--- config.mk ---
export PLATFORM = sky130hd
export DESIGN_NAME = spem_queue
export DESIGN_NICKNAME = d
export VERILOG_FILES = /design/src/rtl/spem_pkg.sv /design/src/rtl/spem_queue.sv
export SDC_FILE = /design/constraint.sdc
export NUM_CORES = 1
export LEC_CHECK = 0
export ABC_AREA = 1
export BUFFER_PORTS_ARGS = -buffer_cell sky130_fd_sc_hd__clkbuf_2
export CAP_MARGIN = 5
export CORE_MARGIN = 10
export CORE_UTILIZATION = 47
export DETAILED_ROUTE_END_ITERATION = 10
export HOLD_SLACK_MARGIN = 0.05
export PLACE_DENSITY_LB_ADDON = 0.08
export SYNTH_ARGS = -nofsm -noshare
export SYNTH_HDL_FRONTEND = slang
export SYNTH_SLANG_ARGS = --single-unit
--- constraint.sdc ---
create_clock -name clk_i -period 3.8 [get_ports clk_i]
set_clock_uncertainty 0.1 [all_clocks]
set_input_delay 1.14 -clock clk_i [delete_from_list [all_inputs] [get_ports clk_i]]
set_output_delay 1.14 -clock clk_i [all_outputs]
set_load 0.005 [all_outputs]
--- src/rtl/spem_pkg.sv ---
// Shared types and constants for the Sobel/Prewitt edge magnitude block.
`default_nettype none
package spem_pkg;

  localparam int unsigned PixW  = 8;
  localparam int unsigned RowW  = 12;
  localparam int unsigned ColW  = 10;
  localparam int unsigned AbsW  = 10;
  localparam int unsigned CfgW  = 13;
  localparam int unsigned IdxW  = 2;

  localparam logic [IdxW-1:0] RegEdgeMode   = 2'd0;
  localparam logic [IdxW-1:0] RegFrameWidth = 2'd1;
  localparam logic [IdxW-1:0] RegFrameHeight = 2'd2;

  localparam logic ModeSobel   = 1'b0;
  localparam logic ModePrewitt = 1'b1;

  localparam logic [10:0] FrameWidthRst  = 11'd1024;
  localparam logic [12:0] FrameHeightRst = 13'd768;

  typedef struct packed {
    logic [PixW-1:0] pixel_value;
    logic            frame_start;
  } pix_t;

  typedef struct packed {
    logic [RowW-1:0] out_row;
    logic [ColW-1:0] out_col;
    logic [PixW-1:0] edge_value;
    logic            last_of_run;
  } res_t;

  // One classified input: one or two results, the first may need a magnitude.
  typedef struct packed {
    logic            two;
    logic            mag;
    logic            mode;
    logic [RowW-1:0] row0;
    logic [ColW-1:0] col0;
    logic [RowW-1:0] row1;
    logic [ColW-1:0] col1;
    logic [AbsW-1:0] ax;
    logic [AbsW-1:0] ay;
  } job_t;

endpackage
`default_nettype wire

--- src/rtl/spem_queue.sv ---
// Two-entry job queue between front and back.
`default_nettype none
module spem_queue (
  input  wire logic           clk_i,
  input  wire logic           rst_ni,
  input  wire logic           push_i,
  input  wire spem_pkg::job_t job_i,
  output      logic           full_o,
  input  wire logic           pop_i,
  output      spem_pkg::job_t job_o,
  output      logic           valid_o
);

  spem_pkg::job_t ent_q [2];
  logic           wp_q, rp_q;
  logic [1:0]     cnt_q;
  logic           do_pop;

  assign full_o  = (cnt_q == 2'd2);
  assign valid_o = (cnt_q != 2'd0);
  assign job_o   = ent_q[rp_q];
  assign do_pop  = pop_i && valid_o;

  always_ff @(posedge clk_i or negedge rst_ni) begin
    if (!rst_ni) begin
      wp_q  <= 1'b0;
      rp_q  <= 1'b0;
      cnt_q <= 2'd0;
    end else begin
      if (push_i) begin
        wp_q <= ~wp_q;
      end
      if (do_pop) begin
        rp_q <= ~rp_q;
      end
      cnt_q <= cnt_q + 2'(push_i) - 2'(do_pop);
    end
  end

  always_ff @(posedge clk_i) begin
    if (push_i) begin
      ent_q[wp_q] <= job_i;
    end
  end

endmodule
`default_nettype wire

### Yosys cells after proc, flatten, opt, wreduce, memory -nomap -nowiden

Memories as Yosys holds them, arrays and structs flattened.
Index checks and enable logic that the tools add are counted.

| storage, ports and cells | value |
|---|---|
| flip-flop bits (word level) | 4 |
| RAM bits | 134 |
| output and inout port bits | 69 |
| memories kept | 1 |

Memory list:

| memory | words | width | rd ports | clocked after Yosys merged registers in | wr ports | RTL line | text |
|---|---|---|---|---|---|---|---|
| ent_q | 2 | 67 | 1 | 0 | 1 | spem_queue.sv:14 | `spem_pkg::job_t ent_q [2];` |

| operators by class | value |
|---|---|
| add/subtract/negate cells | 2 |
| eq/ne operators | 1 |
| multiplexer cells | 2 |
| bitwise logic cells | 2 |
| reduce and logical (&&, ||, !) cells | 2 |

Operator list:

| kind | number |
|---|---|
| $add 2x1->2 | 1 |
| $eq 2x2->1 const B | 1 |
| $mux 1 | 2 |
| $not 1->1 | 2 |
| $reduce_bool 2->1 | 1 |
| $sub 2x1->2 | 1 |
| $logic_and 1x1->1 | 1 |

### Longest topological paths before layout

Gate-level depths: netlist (run 1).

| logic depth | value |
|---|---|
| depth in word-level cells | 3 |
| mapped depth | 10 |
| depth with buffers taken out | 10 |

### Worst setup path before layout (run 1)

OpenSTA, ideal clock, no wires.

| timing path | value |
|---|---|
| kind | input port to flip-flop |
| start point | input push_i |
| end point | memory ent_q[0][0] in the netlist's numbering, enable pin |
| arrival | 3.989 ns |
| setup slack | -0.783 ns |
| cell stages on the path | 2 |
| cell sequence | inv_1 > nor2_1 |

| on the way | value |
|---|---|
| cells in the longest elaborated chain, start to end | 2 |

Ends and longest elaborated chain:

| what | RTL line | text |
|---|---|---|
| start, declared | spem_queue.sv:6 | `input wire logic push_i,` |
| $mux 1 | spem_queue.sv:41 | `if (push_i) begin` |
| $mux 1 (implied by the code) | spem_queue.sv:42 | `ent_q[wp_q] <= job_i;` |
| end, declared | spem_queue.sv:14 |  |

Every way passes these cells.

==> summary.md, run 1 <==
| Metric | Value |
|---|---|
| Syn_nets | `453` |
| # port buffers | `139` |
| P&R area growth vs syn | `27.2%` |
| Worst slew margin | `0.509` |
| IO Count | `140` |
| Final GP Congestion | `slightly above 0.7` |
| DR iter-0 viols | `200` |
| CTS resizes | `0` |
| Inst Count DP | `645` |
| Synth Area in Compound Gates | `0` |
| Drt total wl | `10.3 mm` |
| Worst IR Drop VDD | `just under 0.0004 V` |
| Max incr delay on CP | `590 ps` |
| Pwr Density | `768 nW/µm²` |
| Crit-path leading delay family | `buffers and inverters` |
| N_diodes | `0` |
| Clk sinks | `138` |
| Leak | `2.88 nW` |
| Layout cells sized above 1 | `0.318` |
| Die width | `124 µm` |
| ANT nets after route | `0` |
| DR pass1 iterations | `4` |
| Worst-margin pin slew | `737 ps` |
| Fin. Hold Viols | `0` |
| Seq/Total Area, Yosys | `0.808` |
| Total core area | `10500 µm²` |
| RSZ-0062 raised after global routing | `false` |
| Antenna violations before repair | `0` |
| DR DRC count | `0` |
| Hold buffers post-CTS | `0` |
| GRT Resource Usage Total | `0.136` |
| # Post-CTS Setup Buffers | `0` |
| Final setup viols | `0` |
| Final hold slack | `338 ps` |
| Worst EP required | `2560 ps` |
| XOR/XNOR Fraction of Synth Area | `0.00172` |
| Avg Vias per Cell | `roughly 4.6` |
| Cell row count | `37` |
| Post-synthesis adder-cell area fraction | `0.00490` |
| Fmax | `approximately 0.32 GHz` |
| Clock Latency Late Sink | `510 ps` |
| Htree depth | `4` |
| Die Ht | `between 100 and 150 µm` |
| Mux share of post-synthesis cell area | `0` |
| Largest net degree at the start of global routing | `69` |
| Register bit total from synthesis | `138` |
| Worst setup path category | `flip-flop to output pin` |
| Setup TNS | `0 ps` |
| Worst Hold Class | `input pin to asynchronous set/reset pin` |
| Final Net Count | `601` |
| Simple-gate portion of the synthesized area | `0.159` |
| Worst setup EP type | `output pin` |
| CP Data Arrival Time | `~1800 ps` |
| Via count | `approximately 3100` |
| CP Buf/Inv Count | `2` |
| HPWL after DPL | `approximately 6.9 mm` |
| Post-route insts no fill | `about 680` |
| Startpoint Class | `flip-flop` |
| CTS max path bufs | `2` |
| Post-DR wirelength/cell | `15.3 µm` |
| Outcome | `completed` |
| Post-Syn Instances | `380` |
| Avg Inst Size Synth | `13.4 µm²` |
| Max Cap Viol | `0` |
| Gr ovfl total | `0` |
| Final period util | `0.810` |
| Synth warn | `0` |
| Vias in the first global route | `3305` |
| Final worst path period need | `roughly 3100 ps` |
| TritonCTS buffer count | `17` |
| Most used cell, CP | `nand2_1` |
| Pins Over Slew Limit | `0` |
| Die ar. | `approximately 15000 µm²` |
| Crit-path cells | `buf_4 -> nand2_1 -> nand2_1 -> clkbuf_2` |
| CTS tree | `built` |
| Max FO, Critical Path | `between 60 and 70` |
| First-pass GRT wire length | `16.7 mm` |
| CP max stage cell | `buf_4` |
| Initial core utilization | `0.488` |
| Reg2reg setup slack | `~2100 ps` |
| Clock root buffer | `clkbuf_8` |
| Netlist Area Pre-Place | `between 5000 and 6000 µm²` |
| Main combinational cell family by area after synthesis | `simple AND/OR/NAND/NOR gates` |
| Distinct cell type count after synthesis | `12` |
| Worst-path clk slew | `60 ps` |
[area by class of cell]
class	count	area, µm²
clock buffers	21	429
clock inverters	11	128
fillers	873	3970
inverters	9	33.8
multi-input cells	218	851
flip-flops and latches	138	4130
well taps	136	170
repair buffers	144	758
[per-stage QoR]
step | cell area, µm² | power, W | worst slack [ps] | utilization
2_1_floorplan | 5110 | 0.00291 | 377 | -
3_3_place_gp | 5940 | 0.00352 | 1210 | 0.568
3_5_place_dp | 5940 | 0.00353 | 1220 | 0.568
4_1_cts | 6490 | 0.00507 | 661 | 0.621
5_1_grt | 6490 | 0.00533 | 534 | 0.621
6_report | 6490 | 0.00499 | 722 | 0.621
[registers in the layout, summed over array words and instances, names as in the netlist]
signal,flops
rp_q,1
wp_q,1
cnt_q,2
ent_q,134
[cell families after synthesis]
logic type / after synthesis
and+or+nand+nor: 215
DFF: 138
buffers and inverters: 24
adders and majority gates: 2
xor gates and xnor gates: 1
[power breakdown]
part / switching [W] / internal (W)
clock network: 0.000553 / 0.000985
registers: 0.0000696 / 0.00202
logic: 0.000868 / 0.000488
[path summary, 6_finish.rpt]
kind                            cells past startpoint                    end        startpoint
worst max-delay path                                4              job_o[59]  rp_q$_DFFE_PN0P_
worst min-delay path                                1     cnt_q[1]$_DFF_PN0_            rst_ni
worst max register to register                      2  ent_q[0][5]$_DFFE_PP_  wp_q$_DFFE_PN0P_
worst min register to register                      1       wp_q$_DFFE_PN0P_  wp_q$_DFFE_PN0P_
max in group asynchronous                           1       rp_q$_DFFE_PN0P_            rst_ni
min in group clk_i                                  1       wp_q$_DFFE_PN0P_  wp_q$_DFFE_PN0P_
[cells in the mapped netlist]
master      n  area share
edfxtp_1  134        0.79
ha_1        2      0.0049
dfrtp_1     4       0.020
buf_4       2      0.0029
buf_2       9      0.0088
nand2_1   211        0.16
nand3_1     2      0.0020
nor2_1      2      0.0015
buf_6       4      0.0088
xor2_1      1      0.0017
inv_1       8      0.0059
inv_2       1     0.00073
[layer usage]
metal  vias up  GRT usage  part of all wire
met5         -          0                 0
met3        15     0.0654             0.086
met2       106      0.225              0.51
li1       1572          -                 -
met1      1443      0.147              0.39
met4         0     0.0532             0.014
[placed cells by master (no fill, tap or decap)]
cell type   instances
bufinv_16           3
clkbuf_8            1
xor2_1              1
dfrtp_1             3
nor2_1              1
dfrtp_2             1
clkinv_2            3
buf_4               3
inv_1               7
inv_2               2
nor2_4              1
clkbuf_16          16
nand2_1           211
clkbuf_2          139
clkinvlp_4          1
buf_12              2
ha_1                2
clkinv_1            4
clkbuf_1            4
edfxtp_1          134
nand3_1             2
Note: power is estimated with default switching activity, not from simulation.
==> inputs of run 2 (changes only) <==
==> constraint.sdc (replaced) <==
create_clock -name clk_i -period 2.5 [get_ports clk_i]
set_clock_uncertainty 0.1 [all_clocks]
set_input_delay 0.75 -clock clk_i [delete_from_list [all_inputs] [get_ports clk_i]]
set_output_delay 0.75 -clock clk_i [all_outputs]
set_load 0.005 [all_outputs]
==> run 2 against run 1 <==
Net effect: hold slack worse by 17 ps; die area stayed put; clock power up 61%; first-iteration DRC count down 28%; register-to-register slack got worse by 1100 ps; via count up 3.1%; sequential share of layout area fell by 2.3 points; clock-buffer cell count fell by 3; final cell count rose by 1.8%; power increased by 63%; non-clock buffer count increased by 12.
==> summary.md, run 2 (synthesis results as in run 1) <==
| Metric | Value |
|---|---|
| Gr ovfl total | `0` |
| DR pass1 iterations | `4` |
| HPWL after DPL | `7.18 mm` |
| Startpoint Class | `flip-flop` |
| Worst-path clk slew | `60 ps` |
| Reg2reg setup slack | `slightly above 1000 ps` |
| Antenna violations before repair | `0` |
| Setup TNS | `0 ps` |
| Initial core utilization | `0.488` |
| Final GP Congestion | `0.753` |
| Die Ht | `roughly 120 µm` |
| CTS max path bufs | `2` |
| Worst setup EP type | `output pin` |
| Crit-path leading delay family | `flip-flops` |
| Final Net Count | `approximately 610` |
| N_diodes | `0` |
| Max Cap Viol | `0` |
| RSZ-0062 raised after global routing | `true` |
| Clock root buffer | `clkbuf_8` |
| Final period util | `0.976` |
| Die width | `124 µm` |
| Worst setup path category | `flip-flop to output pin` |
| Final worst slack | `59.6 ps` |
| Fmax | `0.410 GHz` |
| Worst-margin pin slew | `between 300 and 400 ps` |
| TritonCTS buffer count | `17` |
| Pwr Density | `1200 nW/µm²` |
| Worst Hold Class | `input pin to flip-flop` |
| Cell row count | `37` |
| ANT nets after route | `0` |
| Biggest regs | `ent_q: 134 flops, cnt_q: 2 flops` |
| First-pass GRT wire length | `17.6 mm` |
| Drt total wl | `11.2 mm` |
| Clk sinks | `~140` |
| Reg with most FFs | `ent_q` |
| CP Buf/Inv Count | `3` |
| Clock Latency Late Sink | `510 ps` |
| Dpl ws | `319 ps` |
| IO Count | `140` |
| Final Util | `0.645` |
| P&R area growth vs syn | `32.1%` |
| Largest net degree at the start of global routing | `42` |
| Fin. Hold Viols | `0` |
| Via count | `3234` |
| Die ar. | `15400 µm²` |
| Final setup viols | `0` |
| DP Area | `5980 µm²` |
| Commonest non-fill, non-tap cell in the layout | `nand2_1` |
| CTS tree | `built` |
| Leak | `2.99 nW` |
| Htree depth | `4` |
| Vias in the first global route | `3443` |
| DR iter-0 viols | `143` |
| # port buffers | `139` |
| Final total power | `0.00812 W` |
| Max FO, Critical Path | `12` |
| Final instance area | `between 6000 and 7000 µm²` |
| GRT Resource Usage Total | `0.144` |
| Most used cell, CP | `nand2_1` |
| Commonest non-fill, non-tap cells in the layout | `210 x nand2_1, 139 x clkbuf_2, 134 x edfxtp_1` |
| CP max stage cell | `dfrtp_4` |
| Layout cells sized above 1 | `0.342` |
| Avg Vias per Cell | `around 4.7` |
| Pins Over Slew Limit | `0` |
| Worst slew margin | `0.744` |
| Total core area | `10500 µm²` |
| Worst IR Drop VDD | `about 0.00055 V` |
| DR DRC count | `0` |
| CP Data Arrival Time | `roughly 1600 ps` |
| Crit-path cells | `buf_4 -> clkbuf_16 -> nand2_1 -> nand2_1 -> clkbuf_2` |
| Post-DR wirelength/cell | `16.3 µm` |
| Max incr delay on CP | `~500 ps` |
| Final worst path period need | `2440 ps` |
| Worst EP required | `roughly 1700 ps` |
| Outcome | `completed` |
| Number of flip-flops in the largest register | `134` |
## run 2: cell types whose count changed in the layout (fill, tap and decap cells not counted), sizes merged
cell | previous run | this run
buf | 5 | 14
clkinvlp | 1 | 4
bufinv | 3 | 4
clkbuf | 160 | 159
dlygate4sd3 | 0 | 1
inv | 9 | 8
## run 2: area by class of cell
cell class	count	area, µm²
flip-flops and latches	138	4130
multi-input cells	218	853
clock buffers	18	418
inverters	9	40.0
well taps	136	170
clock inverters	14	179
repair buffers	156	960
fillers	822	3710
## run 2: through the flow
| stage | cells | hold slack, ps |
|---|---|---|
| after global routing | 689 | 297 |
| after detailed placement | 648 | 440 |
| after global placement | 648 | 433 |
| after floorplan | 380 | 354 |
| final | 689 | 321 |
| after CTS | 687 | 302 |
## run 2: power by group
part	switching [W]	internal, W	leakage, nW	total (W)
Sequential	0.000116	0.00308	1.30	0.00319
Clock	0.000880	0.00160	0.285	0.00248
Combinational	0.00143	0.00101	1.40	0.00244
## run 2: metal layers
| layer | track usage | routed length [µm] | up-vias |
|---|---|---|---|
| li1 | - | - | 1604 |
| met1 | 0.157 | 4650 | 1516 |
| met2 | 0.242 | 5660 | 104 |
| met3 | 0.0586 | 750 | 10 |
| met4 | 0.0600 | 146 | 0 |
| met5 | 0 | 0 | - |
## run 2: final timing paths
kind                                          from                      to  cells past startpoint
worst min register to register    wp_q$_DFFE_PN0P_        wp_q$_DFFE_PN0P_                      1
worst max-delay path              rp_q$_DFFE_PN0P_               job_o[41]                      5
worst min-delay path                     job_i[18]  ent_q[1][18]$_DFFE_PP_                      1
worst max register to register  cnt_q[1]$_DFF_PN0_      cnt_q[1]$_DFF_PN0_                      9
max in group asynchronous                   rst_ni        rp_q$_DFFE_PN0P_                      2
min in group asynchronous                   rst_ni        wp_q$_DFFE_PN0P_                      2
## run 2: timing repair
item	4_1_cts	5_1_grt
gates resized for setup	4	10
gates cloned	1	2
endpoints found under the hold margin	4	0
endpoints found under the setup margin	67	56
pin swaps	0	0
hold buffers	1	0
setup buffers	5	0
## run 2: worst reg2reg max path: cells and delay by family (launching register included)
family,cells,cell delay [ps]
adder cells (fa/ha/maj),2,440
AND/OR/NAND/NOR,4,300
flip-flops,1,380
buffers and inverters,3,160
==> inputs of run 3 (changes only) <==
--- a/config.mk
+++ b/config.mk
@@ -8,8 +8,10 @@
 export ABC_AREA = 1
 export BUFFER_PORTS_ARGS = -buffer_cell sky130_fd_sc_hd__clkbuf_2
 export CAP_MARGIN = 5
+export CELL_PAD_IN_SITES_DETAIL_PLACEMENT = 1
+export CELL_PAD_IN_SITES_GLOBAL_PLACEMENT = 1
 export CORE_MARGIN = 10
-export CORE_UTILIZATION = 47
+export CORE_UTILIZATION = 37
 export DETAILED_ROUTE_END_ITERATION = 10
 export HOLD_SLACK_MARGIN = 0.05
 export PLACE_DENSITY_LB_ADDON = 0.08
==> run 3 against run 2 <==
Net effect: first-iteration DRC count grew 2.8%; fmax grew 4.6%; global-route usage shrank 0.88 points; die area grew 22%; combinational power shrank 5%; critical path type unchanged; largest cell class unchanged; sequential share of layout area grew 0.81 points; critical endpoint is now job_o[58]; critical path depth is the same; wire length grew 13%; clock power shrank 3%.
==> summary.md, run 3 (synthesis results as in run 1) <==
| Metric | Value |
|---|---|
| Worst IR Drop VDD | `0.000553 V` |
| Commonest non-fill, non-tap cell in the layout | `nand2_1` |
| Vias in the first global route | `~3700` |
| First-pass GRT wire length | `19.0 mm` |
| Pwr Density | `1190 nW/µm²` |
| Clock Latency Late Sink | `410 ps` |
| Worst-margin pin slew | `~380 ps` |
| Layout cells sized above 1 | `0.327` |
| Biggest regs | `ent_q: 134 flops, cnt_q: 2 flops` |
| Clk sinks | `138` |
| Setup TNS | `0 ps` |
| IO Count | `140` |
| Worst setup path category | `flip-flop to output pin` |
| # Post-CTS Setup Buffers | `0` |
| Htree depth | `4` |
| Fin. Hold Viols | `0` |
| HPWL after DPL | `8.37 mm` |
| DR pass1 iterations | `4` |
| Die Ht | `137 µm` |
| Final worst path period need | `~2300 ps` |
| Die ar. | `18900 µm²` |
| Reg with most FFs | `ent_q` |
| Leak | `2.93 nW` |
| RSZ-0062 raised after global routing | `false` |
| Die width | `137 µm` |
| Largest net degree at the start of global routing | `52` |
| Startpoint Class | `flip-flop` |
| Drt total wl | `12.6 mm` |
| Worst setup EP type | `output pin` |
| Worst-path clk slew | `50 ps` |
| Final worst slack | `between 150 and 200 ps` |
| DR iter-0 viols | `147` |
| TritonCTS buffer count | `17` |
| Dpl ws | `449 ps` |
| Post-DR wirelength/cell | `about 17 µm` |
| Fill cells | `between 1000 and 1500` |
| Fmax | `between 0.4 and 0.5 GHz` |
| Avg Vias per Cell | `4.53` |
| DR DRC count | `0` |
| Outcome | `completed` |
| Via count | `3266` |
| Cell row count | `42` |
| Antenna violations before repair | `2` |
| Comb pwr share | `0.293` |
| GRT Resource Usage Total | `0.135` |
| CTS tree | `built` |
| Max Cap Viol | `0` |
| Area of the multi-input gates | `851 µm²` |
| Gr ovfl total | `0` |
| N_diodes | `0` |
| Internal power | `0.00547 W` |
| Sw frac | `0.308` |
| Clock Power Share | `0.303` |
| Clock root buffer | `clkbuf_16` |
| Max FO, Critical Path | `17` |
| CP Data Arrival Time | `1480 ps` |
| # port buffers | `between 100 and 150` |
| Pins Over Slew Limit | `0` |
| Final Net Count | `606` |
| CTS max path bufs | `2` |
| Initial core utilization | `0.381` |
| Final GP Congestion | `0.691` |
| Worst EP required | `1650 ps` |
| Seq. cell area | `4130 µm²` |
| Total core area | `13400 µm²` |
| Worst slew margin | `0.748` |
| Commonest non-fill, non-tap cells in the layout | `211 x nand2_1, 139 x clkbuf_2, 134 x edfxtp_1` |
| Number of flip-flops in the largest register | `134` |
| Final setup viols | `0` |
| ANT nets after route | `0` |
| Final period util | `0.933` |
| Seq pwr share | `0.404` |
| Net switching power figure | `between 0.002 and 0.0025 W` |
| Worst Hold Class | `input pin to flip-flop` |
| P&R area growth vs syn | `30.3%` |
run 3: per-stage QoR:
| stage | total power [W] | cell area (µm²) | hold slack (ps) | cells | util |
|---|---|---|---|---|---|
| detailed placement | 0.00556 | 6050 | 459 | 688 | 0.452 |
| floorplan | 0.00442 | 5120 | 354 | 380 | - |
| CTS | 0.00802 | 6630 | 402 | 720 | 0.494 |
| global route | 0.00844 | 6660 | 404 | 721 | 0.497 |
| global placement | 0.00549 | 6050 | 437 | 688 | 0.452 |
| finish | 0.00791 | 6660 | 426 | 721 | 0.497 |
run 3: power by group through the flow:
stage / clock [W] / combinational, W / sequential (W)
after floorplan: 0 / 0.00120 / 0.00321
after global placement: 0 / 0.00227 / 0.00322
after detailed placement: 0 / 0.00232 / 0.00324
after CTS: 0.00246 / 0.00235 / 0.00320
after global routing: 0.00257 / 0.00264 / 0.00323
final: 0.00240 / 0.00232 / 0.00319
run 3: area by class of cell:
type / instances / area share
Clock buffer: 19 / 0.0650
Clock inverter: 12 / 0.0197
Inverter: 9 / 0.00564
Multi-Input combinational cell: 218 / 0.128
Sequential cell: 138 / 0.620
Tap cell: 176 / 0.0331
Timing Repair Buffer: 149 / 0.129
run 3: final timing paths:
check / startpoint / endpoint / slack (ps) / cells after the start
hold reg to reg: wp_q$_DFFE_PN0P_ / wp_q$_DFFE_PN0P_ / 470 / 1
setup reg to reg: cnt_q[1]$_DFF_PN0_ / cnt_q[1]$_DFF_PN0_ / 770 / 10
min in group asynchronous: rst_ni / cnt_q[0]$_DFF_PN0_ / 590 / 2
hold / removal: job_i[56] / ent_q[0][56]$_DFFE_PP_ / 430 / 1
max in group asynchronous: rst_ni / rp_q$_DFFE_PN0P_ / 1560 / 2
setup / recovery: rp_q$_DFFE_PN0P_ / job_o[58] / 170 / 5
run 3: critical path: stages (launching register included):
cell and delay (ps):
dfrtp_2 430, inv_2 130, buf_6 200, nand2_1 80
nand2_1 100, clkbuf_2 130
run 3: what timing repair did:
| item | in CTS | in global routing |
|---|---|---|
| endpoints found under the hold margin | 4 | 0 |
| endpoints found under the setup margin | 0 | 1 |
| gates resized for setup | 0 | 1 |
| hold buffers | 1 | 0 |
run 3: metal layers:
layer	vias to the layer above	GRT usage	part of all wire
li1	1579	-	-
met1	1565	0.149	0.40
met2	100	0.221	0.50
met3	20	0.0586	0.084
met4	2	0.0621	0.019
met5	-	0	0.0013
